<file path="config.mk">
export PLATFORM = sky130hd
export DESIGN_NAME = r2p_prep
export DESIGN_NICKNAME = d
export VERILOG_FILES = /design/src/sv/r2p_pkg.sv /design/src/sv/r2p_prep.sv
export SDC_FILE = /design/constraint.sdc
export NUM_CORES = 1
export LEC_CHECK = 0
export ABC_AREA = 1
export BUFFER_PORTS_ARGS = -buffer_cell sky130_fd_sc_hd__buf_2
export CAP_MARGIN = 20
export CELL_PAD_IN_SITES_DETAIL_PLACEMENT = 1
export CELL_PAD_IN_SITES_GLOBAL_PLACEMENT = 2
export CORE_MARGIN = 5
export CORE_UTILIZATION = 37
export CTS_BUF_LIST = sky130_fd_sc_hd__clkbuf_16
export CTS_CLUSTER_DIAMETER = 60
export DETAILED_ROUTE_END_ITERATION = 12
export PLACE_DENSITY = 0.95
export RECOVER_POWER = 50
export SETUP_SLACK_MARGIN = 0.05
export SYNTH_ARGS = -nofsm -noshare
export SYNTH_HDL_FRONTEND = slang
export SYNTH_SLANG_ARGS = --single-unit
</file>
<file path="constraint.sdc">
create_clock -name clk -period 8 [get_ports clk]
set_clock_uncertainty 0.15 [all_clocks]
set_input_delay 0.8 -clock clk [delete_from_list [all_inputs] [get_ports clk]]
set_output_delay 0.8 -clock clk [all_outputs]
set_load 0.01 [all_outputs]
</file>
<file path="src/sv/r2p_pkg.sv">
// Shared types, widths and the arctangent table of the rectangular to polar converter.
package r2p_pkg;

  // field widths
  localparam int COORD_W   = 16;
  localparam int MAG_W     = 18;
  localparam int ANG_W     = 17;
  localparam int ANG_FRAC  = 8;
  localparam int TDATA_IN_W  = 32;
  localparam int TDATA_OUT_W = 40;

  // angle datapath: vector prescaled by 2^PRESCALE, accumulator in 2^-24 degree
  localparam int PRESCALE  = 60 - COORD_W;
  localparam int VEC_W     = 62;
  localparam int ACC_FRAC  = 24;
  localparam int Z_W       = 34;
  localparam int ITERS     = 28;
  localparam int IDX_W     = 5;
  localparam int ANG_SHIFT = ACC_FRAC - ANG_FRAC;

  // magnitude datapath: digit-by-digit root of x*x+y*y
  localparam int SQ_W      = 2 * COORD_W - 1;
  localparam int N_W       = 2 * COORD_W;
  localparam int ROOT_W    = 19;
  localparam int REM_W     = 22;
  localparam int ROOT_STEPS = 19;
  localparam int MAG_DLY   = ITERS - ROOT_STEPS - 1;

  // angle constants
  localparam logic signed [Z_W-1:0]   Z_DEG90  = Z_W'(90 * (2 ** ACC_FRAC));
  localparam logic signed [Z_W-1:0]   Z_HALF   = Z_W'(2 ** (ANG_SHIFT - 1));
  localparam logic signed [ANG_W:0]   ANG_LIM  = (ANG_W + 1)'(180 * (2 ** ANG_FRAC));
  localparam logic signed [ANG_W-1:0] ANG_180  = ANG_W'(180 * (2 ** ANG_FRAC));
  localparam logic signed [ANG_W-1:0] ANG_90   = ANG_W'(90 * (2 ** ANG_FRAC));
  localparam logic [MAG_W-1:0]        MAG_MAX  = '1;

  // which answer the angle takes
  typedef enum logic [4:0] {
    KIND_CORDIC = 5'b00001,
    KIND_ZERO   = 5'b00010,
    KIND_NEG_X  = 5'b00100,
    KIND_POS_Y  = 5'b01000,
    KIND_NEG_Y  = 5'b10000
  } kind_t;

  // word handed between CORDIC cells
  typedef struct packed {
    logic signed [VEC_W-1:0] vx;
    logic signed [VEC_W-1:0] vy;
    logic signed [Z_W-1:0]   z;
    kind_t                   kind;
  } cordic_t;

  // word handed between square root cells
  typedef struct packed {
    logic [N_W-1:0]    n;
    logic [REM_W-1:0]  rem;
    logic [ROOT_W-1:0] root;
  } sqrt_t;

  // atan(2^-i) in 2^-24 degree, rounded to nearest
  function automatic logic signed [Z_W-1:0] atan_deg(input logic [IDX_W-1:0] idx);
    case (idx)
      5'd0:    atan_deg = 34'sd754974720;
      5'd1:    atan_deg = 34'sd445687602;
      5'd2:    atan_deg = 34'sd235489088;
      5'd3:    atan_deg = 34'sd119537938;
      5'd4:    atan_deg = 34'sd60000934;
      5'd5:    atan_deg = 34'sd30029717;
      5'd6:    atan_deg = 34'sd15018523;
      5'd7:    atan_deg = 34'sd7509720;
      5'd8:    atan_deg = 34'sd3754917;
      5'd9:    atan_deg = 34'sd1877466;
      5'd10:   atan_deg = 34'sd938734;
      5'd11:   atan_deg = 34'sd469367;
      5'd12:   atan_deg = 34'sd234684;
      5'd13:   atan_deg = 34'sd117342;
      5'd14:   atan_deg = 34'sd58671;
      5'd15:   atan_deg = 34'sd29335;
      5'd16:   atan_deg = 34'sd14668;
      5'd17:   atan_deg = 34'sd7334;
      5'd18:   atan_deg = 34'sd3667;
      5'd19:   atan_deg = 34'sd1833;
      5'd20:   atan_deg = 34'sd917;
      5'd21:   atan_deg = 34'sd458;
      5'd22:   atan_deg = 34'sd229;
      5'd23:   atan_deg = 34'sd115;
      5'd24:   atan_deg = 34'sd57;
      5'd25:   atan_deg = 34'sd29;
      5'd26:   atan_deg = 34'sd14;
      5'd27:   atan_deg = 34'sd7;
      default: atan_deg = '0;
    endcase
  endfunction

endpackage

</file>
<file path="src/sv/r2p_prep.sv">
// Input stage: quadrant pre-rotation, axis classification and coordinate squares.
module r2p_prep (
  input  logic                                clk,
  input  logic                                load,
  input  logic signed [r2p_pkg::COORD_W-1:0]  x_coord,
  input  logic signed [r2p_pkg::COORD_W-1:0]  y_coord,
  output r2p_pkg::cordic_t                    vec,
  output logic [r2p_pkg::SQ_W-1:0]            xx,
  output logic [r2p_pkg::SQ_W-1:0]            yy
);

  localparam int EXT_W = r2p_pkg::COORD_W + 1;

  logic signed [EXT_W-1:0]                 x_ext, y_ext, vx_ext, vy_ext;
  logic signed [r2p_pkg::Z_W-1:0]          z_init;
  logic signed [2*r2p_pkg::COORD_W-1:0]    x_sq, y_sq;
  r2p_pkg::kind_t                          kind;
  r2p_pkg::cordic_t                        vec_next;

  assign x_ext = {x_coord[r2p_pkg::COORD_W-1], x_coord};
  assign y_ext = {y_coord[r2p_pkg::COORD_W-1], y_coord};
  assign x_sq  = x_coord * x_coord;
  assign y_sq  = y_coord * y_coord;

  // left half plane is turned by 90 degrees toward the right half
  always_comb begin
    if (x_coord[r2p_pkg::COORD_W-1]) begin
      if (!y_coord[r2p_pkg::COORD_W-1]) begin
        vx_ext = y_ext;
        vy_ext = -x_ext;
        z_init = r2p_pkg::Z_DEG90;
      end else begin
        vx_ext = -y_ext;
        vy_ext = x_ext;
        z_init = -r2p_pkg::Z_DEG90;
      end
    end else begin
      vx_ext = x_ext;
      vy_ext = y_ext;
      z_init = '0;
    end
  end

  // points on an axis get an exact angle
  always_comb begin
    if (y_coord == '0) begin
      kind = x_coord[r2p_pkg::COORD_W-1] ? r2p_pkg::KIND_NEG_X : r2p_pkg::KIND_ZERO;
    end else if (x_coord == '0) begin
      kind = y_coord[r2p_pkg::COORD_W-1] ? r2p_pkg::KIND_NEG_Y : r2p_pkg::KIND_POS_Y;
    end else begin
      kind = r2p_pkg::KIND_CORDIC;
    end
  end

  always_comb begin
    vec_next.vx   = {{(r2p_pkg::VEC_W-EXT_W){vx_ext[EXT_W-1]}}, vx_ext} <<< r2p_pkg::PRESCALE;
    vec_next.vy   = {{(r2p_pkg::VEC_W-EXT_W){vy_ext[EXT_W-1]}}, vy_ext} <<< r2p_pkg::PRESCALE;
    vec_next.z    = z_init;
    vec_next.kind = kind;
  end

  always_ff @(posedge clk) begin
    if (load) begin
      vec <= vec_next;
      xx  <= x_sq[r2p_pkg::SQ_W-1:0];
      yy  <= y_sq[r2p_pkg::SQ_W-1:0];
    end
  end

endmodule

</file>
### After elaboration in Yosys (flattened, before gate mapping)

Index checks and enable logic that the tools add are counted.

* add/sub/neg operators: 2
* multipliers: 2
* mux-type cells: 9
* reductions and logical operators: 3

Operator list (number)
* $mux W17: 4
* $mul A16 B16 Y31: 2
* $mux W34: 1
* $neg A16 Y17: 2
* $logic_not A16 Y1: 2
* $mux W5: 3
* $mux W3: 1
* $reduce_and A2 Y1: 1

* register bits after elaboration: 135
* input bits: 34
* output and inout port bits: 225
* word-level logic and storage cells: 23

### Longest topological paths before layout

* word-level depth: 3
* gate-level depth with buffers: 27
* depth with buffers taken out: 25

### Worst setup path before layout

Ideal clock, no wire load.

* path kind: in2reg
* from: in y_coord[1] in the netlist's numbering
* to: reg yy[30] in the netlist's numbering (data pin)
* setup time: 0.252 ns
* arrival time: 5.897 ns
* required time: 7.598 ns
* path slack: 1.701 ns
* stages on the path: 24
* buffers on the path: 2
* path through: buf_2 buf_1 nand2_1 inv_1 fa_1 inv_1 fa_1 inv_1 fa_1 inv_1 fa_1 inv_1 fa_1 fa_1 ha_1 nand2_1 nor2_1 nand3_1 nor3_1 nand2_1 inv_1 nor2_1 nand2_1 nand2_1

* cells in the longest elaborated chain, start to end: 1

Ends and longest elaborated chain
* start, declared: RTL line r2p_prep.sv:6 `input logic signed [r2p_pkg::COORD_W-1:0] y_coord,`
* $mul A16 B16 Y31: RTL line r2p_prep.sv:23 `assign y_sq = y_coord * y_coord;`
* via y_sq (one bit): RTL line r2p_prep.sv:16 `logic signed [2*r2p_pkg::COORD_W-1:0] x_sq, y_sq;`
* end signal, assigned: RTL line r2p_prep.sv:66 `yy <= y_sq[r2p_pkg::SQ_W-1:0];`
* end, declared: RTL line r2p_prep.sv:9 `output logic [r2p_pkg::SQ_W-1:0] yy`

The timed path passes the listed nets, and every way through them passes these cells.
A chain may end at the register's enable or synchronous reset.

### Worst setup path after layout

* from: in y_coord[15] in the netlist's numbering
* to: reg yy[22] in the netlist's numbering (data pin)

Same word-level chain as after synthesis.

==> out/qor.yml <==
grt_max_degree: 58
cts_tree: "built"
first_pass_iters: 5
fin_crit_ps: 7100
ctsResizeCount: 0
finalWeightedCongestion: 0.864
crit_type: "input pin to register"
clkTransAtPathRegs_ps: 100
cts_setup_buffers: 0
synth_xor_area_share_pct: 2.17
io_buffers: 143
die_width_um: 266
timing.final.crit_share_pct: 88.7
final_nets: 3694
setup_tns_ps: 0
synth-compound-area-share_pct: 3.34
final_hold_viol_count: 0
ys_seq_area_share_pct: 12.6
muxShareOfSynthArea_pct: 0.0413
grt_pass1_wl_um: 110000
maxCapViolations: 1
start_util_pct: 37.5
vias_per_cell: 4.70
synthAdderAreaFrac_pct: 47.1
antenna_found_initial: 3
cp-start-kind: "input pin"
setup_ws_ps: 904
post-dp-hpwl_um: 59500
synth_area_leaders: "fa_1, inv_1, edfxtp_1, nand2_1, ha_1"
die_h_um: 266
rsz0062_at_grt: "no"
cp_max_fo: 21
syn-cell-area_um2: 24300
failed_checks: "capacitance limit, slew limit"
hold_path_depth: 2
cts_buffers: 9
vias: 18200
slew_violations: 47
pre_cts_ws_ps: 1110
area_delta_synth_final_pct: 4.67
synthSimpleGateAreaFrac_pct: 16.0
pin_count: 259
synth_edf_count: 102
status: "complete, but fails checks"
worstMarginPinSlew_ps: 3050
dieArea_um2: 70800
wl_per_cell_um: 17.8
synth-seq-cells: 102
postCtsHoldBufs: 0
hold_path.class: "input pin to register"
fmaxAchievable_ghz: 0.141
num_rows: 93
setup_viol: 0
clockBufferDepth: 2
first_iter_violations: 779
wl_um: 69100
synth_top_area_share_pct: 37.8
yosys.area.top_type: "fa_1"
drc: 0
synth_area_per_cell_um2: 8.24
synth_top_family_by_area: "adder cells"
yosys.cell_types.count: 44
hp-start: "x_coord[8]"
holdPathEnd: "vec[91]$_DFFE_PP_"
insertedDiodeCount: 0
layout_commonest_cell: "inv_1"
grt_util_all_layers_pct: 19.7
arrival_ps: 7080
grt_overflow_total: 0
slew_headroom_pct: -103
ant_nets: 0
core_um2: 64700
ys_async_sr_fraction_pct: 0
drive_gt1_share_pct: 3.70
end_kind: "register"
cts-root-buf: "clkbuf_16"
critical_path_required_ps: 7980
layout_common_cells: "inv_1, nand2_1, fa_1"
numClockSinks: 102
htreeDepth: 3
first_global_vias: 20700
ys.warnings.count: 0
synth-main-ff-cell: "edfxtp_1"
netlist_instances: 2943
## sequential cells by signal (all words and copies together), names as in the netlist
signal	count
vec	42
xx	30
yy	30
## cell usage after synthesis (2+ instances only)
cell type  number
or2_2           4
xnor2_1        10
nand3_1        80
nor2_4          4
nand2_2         6
ha_1          180
a31oi_1         2
o21ai_1         8
buf_1          20
buf_6           5
a21oi_2         4
nand4_1        29
nor2_2         12
o21bai_1       11
inv_2           6
and2_1          2
fa_1          458
a31o_2          5
nor3_1         15
nor2_1        118
o221ai_1        2
clkbuf_1       21
edfxtp_1      102
a21o_1          2
inv_1         865
nand3b_1        4
buf_4         125
buf_2          25
o21ai_0        54
nand2_1       643
a21oi_1        50
nand3_2        10
xor2_1         50
## per-layer routing
metal	up-vias	global-route usage (%)	routed length, um
li1	8461	-	-
met1	9280	25.2	29100
met2	396	35.6	35400
met3	93	2.45	3090
met4	2	4.55	1500
met5	-	0	13
## worst max path at each step
stage | slack, ps | depth (start not counted) | startpoint | to
floorplan | 1700 | 24 | y_coord[1] | yy[30]$_DFFE_PP_
global placement | 1130 | 23 | x_coord[15] | xx[30]$_DFFE_PP_
detailed placement | 1110 | 23 | y_coord[15] | yy[30]$_DFFE_PP_
CTS | 1540 | 23 | x_coord[15] | xx[30]$_DFFE_PP_
global route | 600 | 22 | y_coord[15] | yy[21]$_DFFE_PP_
finish | 900 | 19 | y_coord[15] | yy[22]$_DFFE_PP_
## critical path: stages
cell      delay [ps]
clkbuf_1         800
clkbuf_1         800
nand2_1          220
fa_1             530
inv_1             50
fa_1             450
fa_1             440
fa_1             460
fa_1             540
inv_1             60
fa_1             480
inv_1             50
ha_1             390
a21oi_1          250
inv_1             60
nor2_1           190
nand2_1          110
nand3b_1         190
xor2_1           180
## metrics by stage
step	instances	hold slack [ps]	cell area, um2	util (%)
6_report	3882	869	25400	39.2
2_1_floorplan	3058	749	24700	-
4_1_cts	3882	691	25500	39.5
3_5_place_dp	3866	1060	25300	39.0
5_1_grt	3882	878	25400	39.2
3_3_place_gp	3866	1060	25300	39.0
## cell type report
type	instances	area (um2)
Multi-Input combinational cell	1887	17100
Fill cell	8025	39300
Timing Repair Buffer	150	631
Inverter	872	3270
Clock inverter	7	53.8
Tap cell	855	1070
Sequential cell	102	3060
Clock buffer	9	225
## kinds of logic (layout without fill, tap and decap cells)
group           after synthesis  count (layout)
buf+inv                    1069            1038
simple gates                930             930
fa+ha+maj                   638             638
compound gates              142             142
flops                       102             102
xor+xnor                     60              60
other cells                   1             116
mux                           1               1
Power is not shown: default switching activity piles up to over one toggle a cycle in this logic, so the estimate is an artifact.
