$ cat src/sv/r2p_pkg.sv
// Shared types, widths and the arctangent table of the rectangular to polar converter.
package r2p_pkg;

  // field widths
  localparam int COORD_W   = 16;
  localparam int MAG_W     = 18;
  localparam int ANG_W     = 17;
  localparam int ANG_FRAC  = 8;
  localparam int TDATA_IN_W  = 32;
  localparam int TDATA_OUT_W = 40;

  // angle datapath: vector prescaled by 2^PRESCALE, accumulator in 2^-24 degree
  localparam int PRESCALE  = 60 - COORD_W;
  localparam int VEC_W     = 62;
  localparam int ACC_FRAC  = 24;
  localparam int Z_W       = 34;
  localparam int ITERS     = 28;
  localparam int IDX_W     = 5;
  localparam int ANG_SHIFT = ACC_FRAC - ANG_FRAC;

  // magnitude datapath: digit-by-digit root of x*x+y*y
  localparam int SQ_W      = 2 * COORD_W - 1;
  localparam int N_W       = 2 * COORD_W;
  localparam int ROOT_W    = 19;
  localparam int REM_W     = 22;
  localparam int ROOT_STEPS = 19;
  localparam int MAG_DLY   = ITERS - ROOT_STEPS - 1;

  // angle constants
  localparam logic signed [Z_W-1:0]   Z_DEG90  = Z_W'(90 * (2 ** ACC_FRAC));
  localparam logic signed [Z_W-1:0]   Z_HALF   = Z_W'(2 ** (ANG_SHIFT - 1));
  localparam logic signed [ANG_W:0]   ANG_LIM  = (ANG_W + 1)'(180 * (2 ** ANG_FRAC));
  localparam logic signed [ANG_W-1:0] ANG_180  = ANG_W'(180 * (2 ** ANG_FRAC));
  localparam logic signed [ANG_W-1:0] ANG_90   = ANG_W'(90 * (2 ** ANG_FRAC));
  localparam logic [MAG_W-1:0]        MAG_MAX  = '1;

  // which answer the angle takes
  typedef enum logic [4:0] {
    KIND_CORDIC = 5'b00001,
    KIND_ZERO   = 5'b00010,
    KIND_NEG_X  = 5'b00100,
    KIND_POS_Y  = 5'b01000,
    KIND_NEG_Y  = 5'b10000
  } kind_t;

  // word handed between CORDIC cells
  typedef struct packed {
    logic signed [VEC_W-1:0] vx;
    logic signed [VEC_W-1:0] vy;
    logic signed [Z_W-1:0]   z;
    kind_t                   kind;
  } cordic_t;

  // word handed between square root cells
  typedef struct packed {
    logic [N_W-1:0]    n;
    logic [REM_W-1:0]  rem;
    logic [ROOT_W-1:0] root;
  } sqrt_t;

  // atan(2^-i) in 2^-24 degree, rounded to nearest
  function automatic logic signed [Z_W-1:0] atan_deg(input logic [IDX_W-1:0] idx);
    case (idx)
      5'd0:    atan_deg = 34'sd754974720;
      5'd1:    atan_deg = 34'sd445687602;
      5'd2:    atan_deg = 34'sd235489088;
      5'd3:    atan_deg = 34'sd119537938;
      5'd4:    atan_deg = 34'sd60000934;
      5'd5:    atan_deg = 34'sd30029717;
      5'd6:    atan_deg = 34'sd15018523;
      5'd7:    atan_deg = 34'sd7509720;
      5'd8:    atan_deg = 34'sd3754917;
      5'd9:    atan_deg = 34'sd1877466;
      5'd10:   atan_deg = 34'sd938734;
      5'd11:   atan_deg = 34'sd469367;
      5'd12:   atan_deg = 34'sd234684;
      5'd13:   atan_deg = 34'sd117342;
      5'd14:   atan_deg = 34'sd58671;
      5'd15:   atan_deg = 34'sd29335;
      5'd16:   atan_deg = 34'sd14668;
      5'd17:   atan_deg = 34'sd7334;
      5'd18:   atan_deg = 34'sd3667;
      5'd19:   atan_deg = 34'sd1833;
      5'd20:   atan_deg = 34'sd917;
      5'd21:   atan_deg = 34'sd458;
      5'd22:   atan_deg = 34'sd229;
      5'd23:   atan_deg = 34'sd115;
      5'd24:   atan_deg = 34'sd57;
      5'd25:   atan_deg = 34'sd29;
      5'd26:   atan_deg = 34'sd14;
      5'd27:   atan_deg = 34'sd7;
      default: atan_deg = '0;
    endcase
  endfunction

endpackage

$ cat src/sv/r2p_sqrt_cell.sv
// One step of the digit-by-digit square root: one radicand bit pair, one root bit.
module r2p_sqrt_cell (
  input  logic            clk,
  input  logic            load,
  input  r2p_pkg::sqrt_t  sq_in,
  output r2p_pkg::sqrt_t  sq_out
);

  logic [r2p_pkg::REM_W-1:0] rem_sh, trial;
  r2p_pkg::sqrt_t            sq_next;

  // bring down the next pair from the top of the radicand
  assign rem_sh = {sq_in.rem[r2p_pkg::REM_W-3:0], sq_in.n[r2p_pkg::N_W-1 -: 2]};
  assign trial  = r2p_pkg::REM_W'({sq_in.root, 2'b01});

  always_comb begin
    sq_next.n = {sq_in.n[r2p_pkg::N_W-3:0], 2'b00};
    if (rem_sh >= trial) begin
      sq_next.rem  = rem_sh - trial;
      sq_next.root = {sq_in.root[r2p_pkg::ROOT_W-2:0], 1'b1};
    end else begin
      sq_next.rem  = rem_sh;
      sq_next.root = {sq_in.root[r2p_pkg::ROOT_W-2:0], 1'b0};
    end
  end

  always_ff @(posedge clk) begin
    if (load) begin
      sq_out <= sq_next;
    end
  end

endmodule

$ cat config.mk
export PLATFORM = sky130hd
export DESIGN_NAME = r2p_sqrt_cell
export DESIGN_NICKNAME = d
export VERILOG_FILES = /design/src/sv/r2p_pkg.sv /design/src/sv/r2p_sqrt_cell.sv
export SDC_FILE = /design/constraint.sdc
export NUM_CORES = 1
export LEC_CHECK = 0
export BUFFER_PORTS_ARGS = -buffer_cell sky130_fd_sc_hd__buf_2
export CAP_MARGIN = 25
export CORE_MARGIN = 4
export CORE_UTILIZATION = 49
export DETAILED_ROUTE_END_ITERATION = 10
export HOLD_SLACK_MARGIN = 0.05
export PLACE_DENSITY = 0.84
export SLEW_MARGIN = 20
export SYNTH_ARGS = -nofsm -noshare
export SYNTH_HDL_FRONTEND = slang
export SYNTH_SLANG_ARGS = --single-unit
$ cat constraint.sdc
create_clock -name clk -period 3.9 [get_ports clk]
set_clock_uncertainty 0.1 [all_clocks]
set_input_delay 1.17 -clock clk [delete_from_list [all_inputs] [get_ports clk]]
set_output_delay 1.17 -clock clk [all_outputs]
set_load 0.03 [all_outputs]
After elaboration in Yosys (flattened, before gate mapping)
Index checks and enable logic that the tools add are counted.

$lt $le $gt $ge: 1. Muxes and demuxes: 1. Add/sub/neg operators: 1.

Operator list (number): 2-to-1 mux 41 bit (1); >= comparator 22 x 21 -> 1 bit (1); subtractor 22 x 21 -> 22 bit (1).

Bits in registers: 71. Word-level logic and storage cells: 6. Input port bits: 75.

Logic depth before layout (Yosys ltp)
Gate-level depths: netlist (run 1).

Depth after elaboration: 2. Gate-level depth with buffers: 11. Depth with buffers taken out: 9.

Worst setup path before layout (run 1)
Ideal clock, no wire load.

Kind: input -> register. Start point: in sq_in[10] in the netlist's numbering. End point: reg sq_out[24] in the netlist's numbering (data pin). Arrival time: 3.296 ns. Cell stages on the path: 11. Slack: 0.243 ns. Setup time: 0.260 ns. Buffers on the path: 2. Required time: 3.540 ns. Path through: inv_1 > ha_1 > buf_2 > nand4_2 > or3_4 > nor4_2 > a31oi_1 > o21ai_2 > a41o_4 > buf_12 > mux2_4.

RTL lines: start, declared (line r2p_sqrt_cell.sv:5) `input r2p_pkg::sqrt_t sq_in,`; end signal, assigned (line r2p_sqrt_cell.sv:29) `sq_out <= sq_next;`; end, declared (line r2p_sqrt_cell.sv:6) `output r2p_pkg::sqrt_t sq_out`.

==> impl_results.md, run 1 <==
- Count of different cell masters after synthesis: 50
- Fillcell total: 555
- Hold slack final: 906 ps
- Crit path max fanout: 6
- Status: complete, no violations
- Largest net degree at the start of global routing: 72
- Post-Synth XOR/XNOR Area: under 10%
- Clock buffer depth: 2
- Final hold viol count: 0
- Largest family of logic cells by synthesized area: compound AO/OA/AOI/OAI gates
- Die area: 8990 µm²
- Core Util, Final: 65.4%
- Min-delay src: sq_in[56]
- Unrepaired setup endpoints after global routing: no
- Setup CP Type: in -> reg
- Pre-Repair DR Iteration Count: 4
- CTS buffer count: 9
- Placed Cells incl. Taps: between 500 and 600
- Die span in x: about 95 µm
- Sequential cell area: around 2100 µm²
- Post-Layout Cell Count: roughly 530
- DP HPWL: around 7000 µm
- Critical path's slowest cell: or3_4
- Crit path arrival time: 3530 ps
- TNS Setup: 0 ps
- Area post-placement: 4580 µm²
- Yosys warns: 0
- Combined area of the multi-input logic cells: 1400 µm²
- Slew margin rel.: between 50% and 60%
- Chip height: roughly 95 µm
- Root Driver: clkbuf_8
- Row Count: 31
- DRT iter0 DRCs: 182
- Buffers on Ports: about 140
- WL per Instance: 17.1 µm
- Hold Path Depth: 1
- NumNets Final: between 500 and 600
- GP Congestion: 0.838
- Tightest Pin Transition: ~600 ps
- Synth Area in Compound Gates: about an eighth
- Starting density of the core: approximately half
- Antenna cells: 0
- CORE AREA: between 7000 and 8000 µm²
- Final period util: around 91%
- Commonest non-fill, non-tap cells in the layout: 143 x buf_2, 71 x edfxtp_1, 24 x inv_1
- Leak: about 2.2 nW
- Highest Clock Rate: 283 MHz
- Biggest register: sq_out
- Buf/Inv on CP: 3
- Design area: 4770 µm²
- Hold Path End: sq_out[58]
- Syn Area/Cell: approximately 14 µm²
- Regs by FF count: sq_out: 71 flops
- Post-CTS sizing: 0
- Setup crit end kind: flip-flop
- Initial antenna violation count: 0
- Setup violators final: 0
- Family with the most delay on the worst path: simple AND/OR/NAND/NOR gates
- CP Cell Sequence: buf_2, inv_1, ha_1, nand4_2, or3_4, nor4_2, a31oi_1, o21ai_2, a41o_4, buf_4, mux2_2
- Number of flops mapped to enable cells by yosys: 71
- Max reg flops: 71
- Via count: approximately 2.7k
- Post-CTS Setup Inserts: 0
- Synth async-reset ratio: 0%
- Post-synthesis register bit count: 71
- Share of layout cells above drive strength 1: a little under half
- Simple-gate area share of the yosys netlist: roughly 6.2%
- Overall Global Routing Usage: approximately a fifth
- Maxcap violations: 0
- Grt total ovfl: 0
- Vias/cell: between 5 and 6
- Worst IR Drop VDD: 0.000163 V
- CP required: a little under 4000 ps
- DRC viols: 0
- Power, Total: 2.15 mW
- Top_reg_cell synth: edfxtp_1
- CTS tree: done
- Clock sinks: 71
- Max incr delay on CP: 440 ps
- Register area share after synthesis: just under 60%
- Synth Cell Area: about 3700 µm²
- IO Count: between 100 and 150
- Hold Path Class: in -> reg
- Period minus WS final: approximately 3500 ps
- CP Launch Type: primary input
- Mux contribution to synthesized area: 7.96%
- Synthesis-to-layout area growth: 29.2%
- Post-Synth Adder-Cell Area: approximately 7.1%
- Power per Cell Area: 451 nW/µm²
- Post-cts hold buffer count: 0
- Cells after Synth: 271
- Final Worst Setup Slack: 365 ps
- Pre-CTS WS: between 30 and 40 ps
- H-tree depth: 3
- Commonest non-fill, non-tap cell in the layout: buf_2
- Vias in the first global route: around 2.8k
- Clock transition at the registers of the reported paths: about 80 ps
- Max-slew violations: 0
- Routed wire length: between 9000 and 10000 µm
- Global-route wire length before repair: between 10000 and 15000 µm
- Post-DRT Antenna Nets: 0
final cells by class:
cell class                 instances  share of cell area [%]
clock buffer                      10                    2.67
clock inverter                     6                    1.42
inverter                          24                    1.89
multi-input combinational        169                    29.3
sequential                        71                    44.7
tap                               99                    2.60
timing repair buffer             155                    17.4
layer usage:
layer | vias up | routed length (µm) | track usage [%]
met3 | 15 | 868 | 6.22
met1 | 1284 | 3450 | 22.3
li1 | 1327 | - | -
met4 | 0 | 123 | 5.65
met5 | - | 0 | 0
met2 | 120 | 4700 | 37.3
power breakdown:
group          internal, mW  leakage [nW]  switching (mW)  total (mW)
combinational         0.241          1.43           0.370       0.611
sequential            0.936         0.695          0.0198       0.956
clock                 0.299        0.0933           0.286       0.586
total                  1.48          2.22           0.677        2.15
synth_stat cells, types with 2 or more instances:
cell,count,area (µm²)
a211o_1,2,17.5
a21o_1,12,90.1
a21oi_1,14,70.1
a31oi_1,4,25.0
and2_1,2,12.5
buf_12,2,40.0
buf_2,3,15.0
buf_4,2,15.0
edfxtp_1,71,2130
ha_1,21,263
inv_1,24,90.1
mux2_2,3,33.8
mux2_4,16,240
mux2i_1,2,20.0
nand2_1,12,45.0
nand3_1,4,20.0
nor2_1,12,45.0
nor2b_1,2,12.5
o21a_1,5,37.5
o21ai_0,6,30.0
o21bai_1,4,30.0
o31ai_1,3,22.5
or3_1,2,12.5
xnor2_1,14,123
xor2_1,4,35.0
how the worst max path moves through the flow:
stage | startpoint | to | cells after the start
5_1_grt | sq_in[11] | sq_out[32] | 11
2_1_floorplan | sq_in[10] | sq_out[24] | 11
3_5_place_dp | sq_in[13] | sq_out[23] | 11
6_report | sq_in[11] | sq_out[23] | 11
3_3_place_gp | sq_in[11] | sq_out[23] | 11
4_1_cts | sq_in[11] | sq_out[23] | 11
cells by family (layout without fill, tap and decap cells):
kind of cell | after synthesis | in the layout
and+or+nand+nor | 44 | 44
xor gates and xnor gates | 18 | 18
DFF | 71 | 71
AOI/OAI and AO/OA | 63 | 63
adders and majority gates | 21 | 21
buffers and inverters | 32 | 195
other | 1 | 2
muxes | 21 | 21
(Power assumes the default switching activity.)
==> run 2, diff against run 1 <==
Settings changed: ABC_AREA from default to 1, CORE_UTILIZATION 49 to 50.
==> run 2 against run 1 <==
Area after synthesis is 9.1% higher; final area rose by 6.1%; via count is 29% higher; count of clock-buffer cells in the layout shrank 1; worst setup slack improved by 550 ps; critical path depth is 3 higher; synthesized cell count increased by 73%; first-iteration DRC count rose by 4.4%; global-route usage increased by 2.7 points; core utilization fell by 0.28 points; sequential power is essentially flat.
==> impl_results.md, run 2 <==
- Status: complete, no violations
- Row Count: 32 (+3.2%)
- Count of different cell masters after synthesis: 25 (-50%)
- Power per Cell Area: 432 nW/µm² (-4.1%)
- Power, Total: 2.19 mW (+1.7%)
- Unrepaired setup endpoints after global routing: no
- Yosys warns: 0 (unchanged)
- Via count: 3541 (+29%)
- Vias/cell: 4.88 (-5.2%)
- Register area share after synthesis: 52.9% (-4.8 points)
- Global-route wire length before repair: 17400 µm (+26%)
- CP Launch Type: primary input
- Commonest non-fill, non-tap cells in the layout: 181 x nand2_1, 143 x buf_2, 85 x inv_1
- Fillcell total: 671 (+21%)
- Overall Global Routing Usage: 22.9% (+2.7 points)
- Die span in x: 97.8 µm (+3.1%)
- Leak: 2.67 nW (+21%)
- Pre-Repair DR Iteration Count: 4 (unchanged)
- Hold Path Class: in -> reg
- Family with the most delay on the worst path: simple AND/OR/NAND/NOR gates
- CTS buffer count: 9 (unchanged)
- Vias in the first global route: 3572 (+29%)
- Antenna cells: 0 (unchanged)
- CP dominant cell by count: nand2_1
- Buffers on Ports: 143 (unchanged)
- Number of flops mapped to enable cells by yosys: 71 (unchanged)
- Post-cts hold buffer count: 0 (unchanged)
- Ranking of synthesized cells by area: edfxtp_1 53%, nand2_1 17%, inv_1 7.9%, ha_1 6.5%, nand3_1 3.8%
- H-tree depth: 3 (unchanged)
- NumNets Final: 715 (+36%)
- IO Count: 148 (unchanged)
- Design area: 5060 µm² (+6.1%)
- Biggest register: sq_out
- Max-slew violations: 0 (unchanged)
- Crit path arrival time: 3090 ps (-440 ps)
- Post-CTS sizing: 0 (unchanged)
- Routed wire length: 10800 µm (+18%)
- DP HPWL: 8530 µm (+22%)
- Syn Area/Cell: 8.59 µm² (-37%)
- DRC viols: 0 (unchanged)
- Cells after Synth: 469 (+73%)
- Maxcap violations: 0 (unchanged)
- CP required: 4000 ps (+110 ps)
- Root Driver: clkbuf_8
- Regs by FF count: sq_out: 71 flops
- Top_reg_cell synth: edfxtp_1
- Final period util: 76.6% (-14 points)
- DRT iter0 DRCs: 190 (+4.4%)
- Commonest non-fill, non-tap cell in the layout: nand2_1
- Highest Clock Rate: 335 MHz (+18%)
- CORE AREA: 7770 µm² (+6.5%)
- Post-synth top area cell: edfxtp_1
- Max incr delay on CP: 360 ps (-80 ps)
- Slew margin rel.: 46.7% (-13 points)
- Setup crit end kind: flip-flop
- Setup CP Type: in -> reg
- Area post-placement: 4840 µm² (+5.7%)
- Clock sinks: 71 (unchanged)
- Tightest Pin Transition: 800 ps (+199 ps)
- Largest net degree at the start of global routing: 41 (-43%)
- CP Cell Sequence: buf_2, inv_1, ha_1, nand2_1, inv_1, nand2_1, nor2_1, nand3_1, nand2_1, nor2_2, nand2_4, inv_2, nand2_1, nand2_1
- Clock transition at the registers of the reported paths: 80 ps (about the same)
- Final hold viol count: 0 (unchanged)
- TNS Setup: 0 ps (unchanged)
- Synthesis-to-layout area growth: 25.6%
- Grt total ovfl: 0 (unchanged)
- Setup violators final: 0 (unchanged)
- WL per Instance: 14.8 µm (-13%)
- Share of the synthesized area in the top cell type: 52.9% (-4.8 points)
- Top-count cell post-synth: nand2_1
- Crit path max fanout: 21 (+15)
- Post-synthesis register bit count: 71 (unchanged)
- Synth Cell Area: 4030 µm² (+9.1%)
- Post-CTS Setup Inserts: 0 (unchanged)
- Share of layout cells above drive strength 1: 28.2% (-17 points)
- Initial antenna violation count: 0 (unchanged)
- Worst IR Drop VDD: 0.000190 V (+16%)
- Post-DRT Antenna Nets: 0 (unchanged)
- Starting density of the core: 51.9% (+1.2 points)
- Critical path's slowest cell: inv_2
- Synth async-reset ratio: 0% (unchanged)
- Max reg flops: 71 (unchanged)
- Buf/Inv on CP: 4 (+1)
- Top cells by count, synth: 181 x nand2_1, 85 x inv_1, 71 x edfxtp_1
- Period minus WS final: 2990 ps (-546 ps)
- Die area: 9560 µm² (+6.4%)
- GP Congestion: 0.897 (+7.0%)
- Chip height: 97.8 µm (+3.1%)
- Clock buffer depth: 2 (unchanged)
- CTS tree: done
[run 2: cell families (layout without fill, tap and decap cells)]
group           Yosys count  after routing  synth area share, %
simple gates            253            253                 26.0
buf+inv                  96            250                 9.90
flops                    71             71                 52.9
fa+ha+maj                21             21                 6.52
compound gates           17             17                 2.36
xor+xnor                 10             10                 2.17
other cells               1              2               0.0930
[run 2: through the flow]
| step | hold WS [ps] | util (%) | setup WS (ps) | cells |
|---|---|---|---|---|
| after floorplan | 1170 | - | 1130 | 470 |
| after global placement | 1250 | 62.3 | 614 | 710 |
| after detailed placement | 1250 | 62.3 | 557 | 710 |
| after CTS | 883 | 65.2 | 913 | 726 |
| after global routing | 880 | 65.2 | 757 | 726 |
| final | 898 | 65.2 | 911 | 726 |
[run 2: area by class of cell]
type	instances	area (µm²)	area share, %
flip-flops and latches	71	2130	42.1
clock buffers	9	124	2.45
multi-input cells	303	1500	29.7
well taps	102	128	2.52
inverters	89	334	6.60
clock inverters	7	97.6	1.93
repair buffers	145	743	14.7
[run 2: worst paths after layout]
path                  start          to  depth (start not counted)
hold / removal    sq_in[64]  sq_out[66]                          1
setup / recovery   sq_in[5]  sq_out[31]                         14
[run 2: routing by layer]
| metal | global-route usage, % | part of all wire (%) | routed length (µm) |
|---|---|---|---|
| met1 | 28.1 | 43 | 4630 |
| met2 | 40.4 | 50 | 5380 |
| met3 | 5.71 | 6.3 | 675 |
| met4 | 5.86 | 0.95 | 102 |
| met5 | 0 | 0 | 0 |
[run 2: report_power, final]
| group | internal (mW) | switching (mW) | total, mW |
|---|---|---|---|
| logic | 0.174 | 0.405 | 0.579 |
| registers | 0.932 | 0.0214 | 0.954 |
| clock network | 0.361 | 0.295 | 0.656 |
==> run 3, diff against run 2 <==
Clock period 3.9 ns to 2.8 ns, I/O delays scaled along.
==> run 3 against run 2 <==
Combinational power grew 49%; highest routed layer unchanged; via count rose by 1.6%; critical endpoint is now sq_out[29]; cell count is 3.9% higher.
==> impl_results.md, run 3 (synthesized netlist as in run 2, its figures left out) <==
- Crit path max fanout: 21 (unchanged)
- Vias in the first global route: 3679 (+3.0%)
- Clock buffer depth: 2 (unchanged)
- Root Driver: clkbuf_8
- Family with the most delay on the worst path: simple AND/OR/NAND/NOR gates
- Post-CTS Setup Inserts: 0 (unchanged)
- Biggest register: sq_out
- Max-slew violations: 0 (unchanged)
- Commonest non-fill, non-tap cells in the layout: 181 x nand2_1, 143 x buf_2, 85 x inv_1
- Maxcap violations: 0 (unchanged)
- NumNets Final: 743 (+3.9%)
- Max reg flops: 71 (unchanged)
- Final period util: approximately nine tenths
- Antenna cells: 0 (unchanged)
- CTS buffer count: 9 (unchanged)
- Clock transition at the registers of the reported paths: 80 ps (about the same)
- Global-route wire length before repair: 17400 µm (about the same)
- Leak: 2.80 nW (+4.8%)
- Initial antenna violation count: 0 (unchanged)
- Die area: 9560 µm² (unchanged)
- Pre-Repair DR Iteration Count: 5 (+1)
- Period minus WS final: roughly 2500 ps
- Setup CP Type: in -> reg
- Row Count: 32 (unchanged)
- CP dominant cell by count: nand2_1
- Starting density of the core: 51.9% (unchanged)
- Setup violators final: 0 (unchanged)
- Buffers on Ports: 143 (unchanged)
- Final hold viol count: 0 (unchanged)
- Setup crit end kind: flip-flop
- TNS Setup: 0 ps (unchanged)
- Commonest non-fill, non-tap cell in the layout: nand2_1
- Vias/cell: 4.77 (-2.1%)
- Largest net degree at the start of global routing: 72 (+76%)
- CP required: 2910 ps (-1090 ps)
- Critical path's slowest cell: ha_1
- Synthesis-to-layout area growth: 30.8%
- Buf/Inv on CP: 5 (+1)
- CP Launch Type: primary input
- Post-DRT Antenna Nets: 0 (unchanged)
- Status: complete, no violations
- Worst IR Drop VDD: 0.000225 V (+18%)
- Power, Total: 3.12 mW (+43%)
- Regs by FF count: sq_out: 71 flops
- Post-cts hold buffer count: 0 (unchanged)
- DRT iter0 DRCs: 152 (-20%)
- Highest Clock Rate: between 300 and 400 MHz
- CP Cell Sequence: buf_2, inv_1, ha_1, nand2_1, inv_2, nand2_1, inv_1, a21oi_2, nand2_2, nand2_2, nand2_4, inv_2, nand2_1, nand2_1
- Post-CTS sizing: 0 (unchanged)
- CORE AREA: 7770 µm² (unchanged)
- Hold slack final: 561 ps (-338 ps)
- GP Congestion: 0.902 (+0.51%)
- WL per Instance: 14.5 µm (-2.6%)
- Via count: 3599 (+1.6%)
- Hold Path Class: in -> reg
- DP HPWL: 8470 µm (-0.70%)
- DRC viols: 0 (unchanged)
- IO Count: 148 (unchanged)
- CTS tree: done
- Share of layout cells above drive strength 1: 31.3% (+3.1 points)
- Crit path arrival time: 2650 ps (-440 ps)
- Power per Cell Area: 592 nW/µm² (+37%)
- Unrepaired setup endpoints after global routing: no
- Grt total ovfl: 0 (unchanged)
- Chip height: 97.8 µm (unchanged)
- H-tree depth: 3 (unchanged)
- Clock sinks: 71 (unchanged)
- Routed wire length: 10900 µm (+1.2%)
- Max incr delay on CP: 360 ps (about the same)
- Die span in x: 97.8 µm (unchanged)
- Overall Global Routing Usage: 22.9% (about the same)
## run 3: cell count changes in the layout (fill, tap and decap cells not counted)
cell        before  now
clkbuf_1         0    1
clkinvlp_4       1    2
buf_4            1   29
clkinv_4         3    0
inv_6            0    2
clkinv_1         1    0
## run 3: worst paths after layout
path              startpoint          to  slack (ps)  depth (start not counted)
setup / recovery    sq_in[9]  sq_out[29]         260                         14
hold / removal     sq_in[63]  sq_out[65]         560                          1
## run 3: power breakdown
part	leakage, nW	internal (mW)	switching (mW)
registers	0.694	1.30	0.0272
logic	2.00	0.285	0.575
clock network	0.104	0.508	0.427
## run 3: per-stage QoR
step	util (%)	area, µm²	setup WS, ps	cells
floorplan	-	4030	361	470
global route	67.8	5270	89.4	754
detailed placement	65.0	5050	-69.3	738
CTS	67.8	5270	285	754
finish	67.8	5270	262	754
global placement	65.0	5050	6.99	738
## run 3: final cells by class
cell class | instances | area (µm²)
fillers | 645 | 2500
flip-flops and latches | 71 | 2130
multi-input cells | 303 | 1500
repair buffers | 173 | 953
inverters | 89 | 334
clock buffers | 10 | 128
well taps | 102 | 128
clock inverters | 6 | 92.6
## run 3: routing by layer
layer  track usage (%)  vias to the layer above  wire, µm
li1                  -                     1826         -
met1              27.1                     1601      4650
met2              41.0                      159      5310
met3              6.43                       13       815
met4              5.75                        0       128
met5                 0                        -         0
